--- src/ffha_ram.sv ---
`timescale 1ns / 1ps
`default_nettype none
// ----------------------------------------------------------------------------
// ffha_ram
// Generic simple dual-port RAM (one write port, one read port) with registered read.
// ----------------------------------------------------------------------------
module ffha_ram #(
    parameter int WIDTH = 16,
    parameter int DEPTH = 256
) (
    input  wire logic                     clk,
    input  wire logic                     we,
    input  wire logic [$clog2(DEPTH)-1:0] waddr,
    input  wire logic [WIDTH-1:0]         wdata,
    input  wire logic [$clog2(DEPTH)-1:0] raddr,
    output logic      [WIDTH-1:0]         rdata
);
    logic [WIDTH-1:0] mem [DEPTH];

    always_ff @(posedge clk)
    begin
        if (we)
        begin
            mem[waddr] <= wdata;
        end
        rdata <= mem[raddr];
    end
endmodule
`default_nettype wire

--- config.mk ---
export PLATFORM = sky130hd
export DESIGN_NAME = ffha_ram
export DESIGN_NICKNAME = d
export VERILOG_FILES = /design/src/ffha_ram.sv
export SDC_FILE = /design/constraint.sdc
export NUM_CORES = 2
export LEC_CHECK = 0
export ABC_AREA = 0
export BUFFER_PORTS_ARGS = -buffer_cell sky130_fd_sc_hd__buf_2
export CAP_MARGIN = 20
export CORE_UTILIZATION = 53
export DETAILED_ROUTE_END_ITERATION = 8
export PLACE_DENSITY_LB_ADDON = 0.12
export SYNTH_ARGS = -nofsm -noshare
export SYNTH_HDL_FRONTEND = slang
export SYNTH_SLANG_ARGS = --single-unit
--- constraint.sdc ---
create_clock -name clk -period 6.4 [get_ports clk]
set_input_delay 1.28 -clock clk [delete_from_list [all_inputs] [get_ports clk]]
set_output_delay 1.28 -clock clk [all_outputs]
set_load 0.01 [all_outputs]
==> out/results.tsv <==
metric	value	unit
synth_largest_type_area_fraction	0.7750	
min_period	4649	ps
floorplan.die_area	0.3017	mm²
post_synthesis_compound_gate_area_fraction	0.03537	
clock_tree_from_tritoncts	done	
net_total_in_the_final_layout	7842	
yosysWarnings	0	
launch_point_of_the_critical_path	raddr[1]	
pwr_density_cell	315.5	mW/mm²
place.detailed.hpwl	249600	µm
xor_xnor_share_of_the_synthesized_area	0	
timing.critical_path.from_type	input pin	
placement.io_buffers	49	
async_reset_ff_frac	0	
cts_sinks	4112	
min_period_over_period	0.7265	
ys_top_cells_by_count	sky130_fd_sc_hd__edfxtp_1, sky130_fd_sc_hd__mux4_2, sky130_fd_sc_hd__mux2i_1	
num_vias	78680	
worstSkewPairLatency	980	ps
grt_max_degree	198	
synth-edff-count	4096	
cap_viol_max_count	0	
post-synth-top-area-cell	sky130_fd_sc_hd__edfxtp_1	
std_cell_rows	200	
netlist_top_cells_area	sky130_fd_sc_hd__edfxtp_1, sky130_fd_sc_hd__mux4_2, sky130_fd_sc_hd__mux2i_1, sky130_fd_sc_hd__o221ai_1, sky130_fd_sc_hd__nor2_1	
status	finished clean	
synth_simple_gate_area_share	0.01574	
ctsHtreeMaxLevel	5	
ratio_of_cells_with_drive_above_1_in_the_final_layout	0.2537	
clkSlewWorstSetupHoldPaths	60	ps
hold_path.class	input pin to register	
hold_path.startpoint	wdata[5]	
post_cts_resize_count	0	
multiplexer_fraction_of_the_synthesized_cell_area	0.1550	
floorplan_die_width	549.2	µm
avgSynthCellArea	21.56	µm²
yosys_most_used_dff	sky130_fd_sc_hd__edfxtp_1	
power.ir.vdd_worst	0.2512	mV
core-area	0.2973	mm²
timing_max_transition_violations_final	0	
synthesis.instances	7360	
drt_pre_antenna_iters	5	
postCtsSetupRepairBufs	0	
totalWireLength	423500	µm
clk_path_buf_depth	4	
cpPeakStageDelay	680	ps
critical_path_arrival	5510	ps
timing.slew.headroom	0.1838	
drtIter0Drc	10880	
top_count_cell_post_synth	sky130_fd_sc_hd__edfxtp_1	
critPathSlowestCell	sky130_fd_sc_hd__or2_4	
dp_worst_setup_slack	982.9	ps
setup_viols_final	0	
flop_and_latch_count_out_of_synthesis	4112	
number_of_global_route_vias_before_repair	77070	
power.share.clock	0.425	
globalRouteOverflowTotal	0	
layout.filler_cells	20910	
viasPerCell	6.499	
grt_first_pass_wirelength	595700	µm
chip_height	549.2	µm
routedWlPerCell	34.98	µm
final-hold-violation-count	0	
ioPinCount	50	
relative_contribution_of_sequential_cells_to_total_power	0.525	
power.switching_fraction	0.2144	
yosysSeqAreaShare	0.7770	
mappedNetlistArea	0.1587	mm²
main_combinational_cell_family_by_area_after_synthesis	multiplexers	
yosys.cell_types.count	52	
pwr-share-comb	0.049	
detail_route.drc_violations	0	
p_leak	56.97	nW
cts_made_buffers	412	
max_freq	215.1	MHz
ant_nets	0	
ctsRootBufferMaster	sky130_fd_sc_hd__clkbuf_16	
synth_adder_area_share	0	
finalClockSkew	54.42	ps
p_int	44.48	mW
post_route_setup_tns	0	ps
synth_nets	7394	
critical_path.endpoint_type	register	
groute.usage.overall	0.2817	
setup_repair_after_global_routing_missed_its_margin	no	
syn2layout_area_growth	13.08	%
floorplan.initialDensity	0.5339	
worst_ep_required_time	7260	ps
gp_congestion	0.8873	
timing.setup.critical_path_class	input pin to register	
crit_path_max_fanout	65	
reg2reg_from	mem[138][5]	
postCtsHoldBufs	0	
layout_setup_ws	1751	ps
net_switching_power_of_the_design	12.14	mW
initial_antenna_violation_count	16	
worstMarginPinSlew	1211	ps
crit_chain	buf_8 > or2_4 > buf_12 > buf_4 > o221ai_1 > o22ai_1 > o21ai_0 > nand4_1 > nor4_1	
-- final timing paths --
kind | to | slack [ps] | depth (start not counted)
worst max-delay path | rdata[13] | 1750 | 9
worst min-delay path | mem[184][5] | 720 | 1
worst max register to register | rdata[5] | 3310 | 7
worst min register to register | rdata[5] | 1120 | 6
-- cell families after synthesis --
kind of cell,after synthesis
compound gates,786
buf+inv,456
flops,4112
mux,1450
simple gates,556
-- area by class of cell --
class,instances,area [µm²],area share
Sequential cell,4112,123300,0.6871
Multi-Input combinational cell,2792,33040,0.1841
Clock buffer,518,10870,0.06058
Tap cell,3939,4928,0.02746
Timing Repair Buffer,486,4594,0.02560
Clock inverter,248,2665,0.01485
Inverter,4,27.53,0.0001534
Antenna cell,8,20.02,0.0001115
-- cell usage in the layout (no fill, tap or decap), drive strengths merged, types with 3 or more instances in the layout --
master	Yosys	layout
edfxtp	4096	4096
mux4	797	797
mux2i	565	565
clkbuf	230	520
buf	222	484
nor2	304	304
o221ai	253	253
clkinv	0	186
a21oi	175	175
o22ai	148	148
nor3	92	92
mux2	88	88
bufinv	0	44
a22oi	43	43
nand2	38	38
o21ai	38	38
nand3	35	35
a22o	32	32
a221oi	28	28
nand4	26	26
o32ai	21	21
a211oi	18	18
nor4	18	18
o31ai	16	16
dfxtp	16	16
inv	4	13
and3	11	11
nor2b	9	9
clkinvlp	0	9
diode	0	8
a2111oi	6	6
a31oi	6	6
or2	5	5
nand4b	3	3
nand2b	3	3
-- through the flow --
stage,hold slack (ps),instances,util,power [mW],cell area [µm²]
2_1_floorplan,853.8,7360,-,31.75,158700
3_3_place_gp,1099,11310,0.5564,33.07,165400
3_5_place_dp,1115,11330,0.5577,33.11,165800
4_1_cts,664.4,12090,0.6033,56.94,179300
5_1_grt,694.5,12100,0.6036,58.04,179500
6_report,719.2,12110,0.6037,56.62,179500
-- sequential cells by signal, indices dropped and copies added, names as in the netlist --
signal / cells
rdata: 16
mem: 4096
-- worst max-delay path, delay by kind of cell --
family / cells / cell delay, ps
and+or+nand+nor: 3 / 1710
AOI/OAI and AO/OA: 3 / 1270
buffers and inverters: 3 / 890
-- routing by layer --
layer  up-vias  track usage  share of wire
li1      32210            -              -
met1     42200       0.4170           0.41
met2      3680       0.4262           0.46
met3       581      0.06373          0.098
met4        14      0.07606          0.029
met5         -            0        0.00023
-- power groups by stage --
stage | Sequential, mW | Clock [mW] | Combinational [mW]
2_1_floorplan | 30.3 | 0 | 1.46
4_1_cts | 29.7 | 24.4 | 2.80
6_report | 29.7 | 24.1 | 2.79
3_3_place_gp | 30.3 | 0 | 2.75
3_5_place_dp | 30.3 | 0 | 2.80
5_1_grt | 29.7 | 25.4 | 2.92
(Power assumes the default switching activity.)
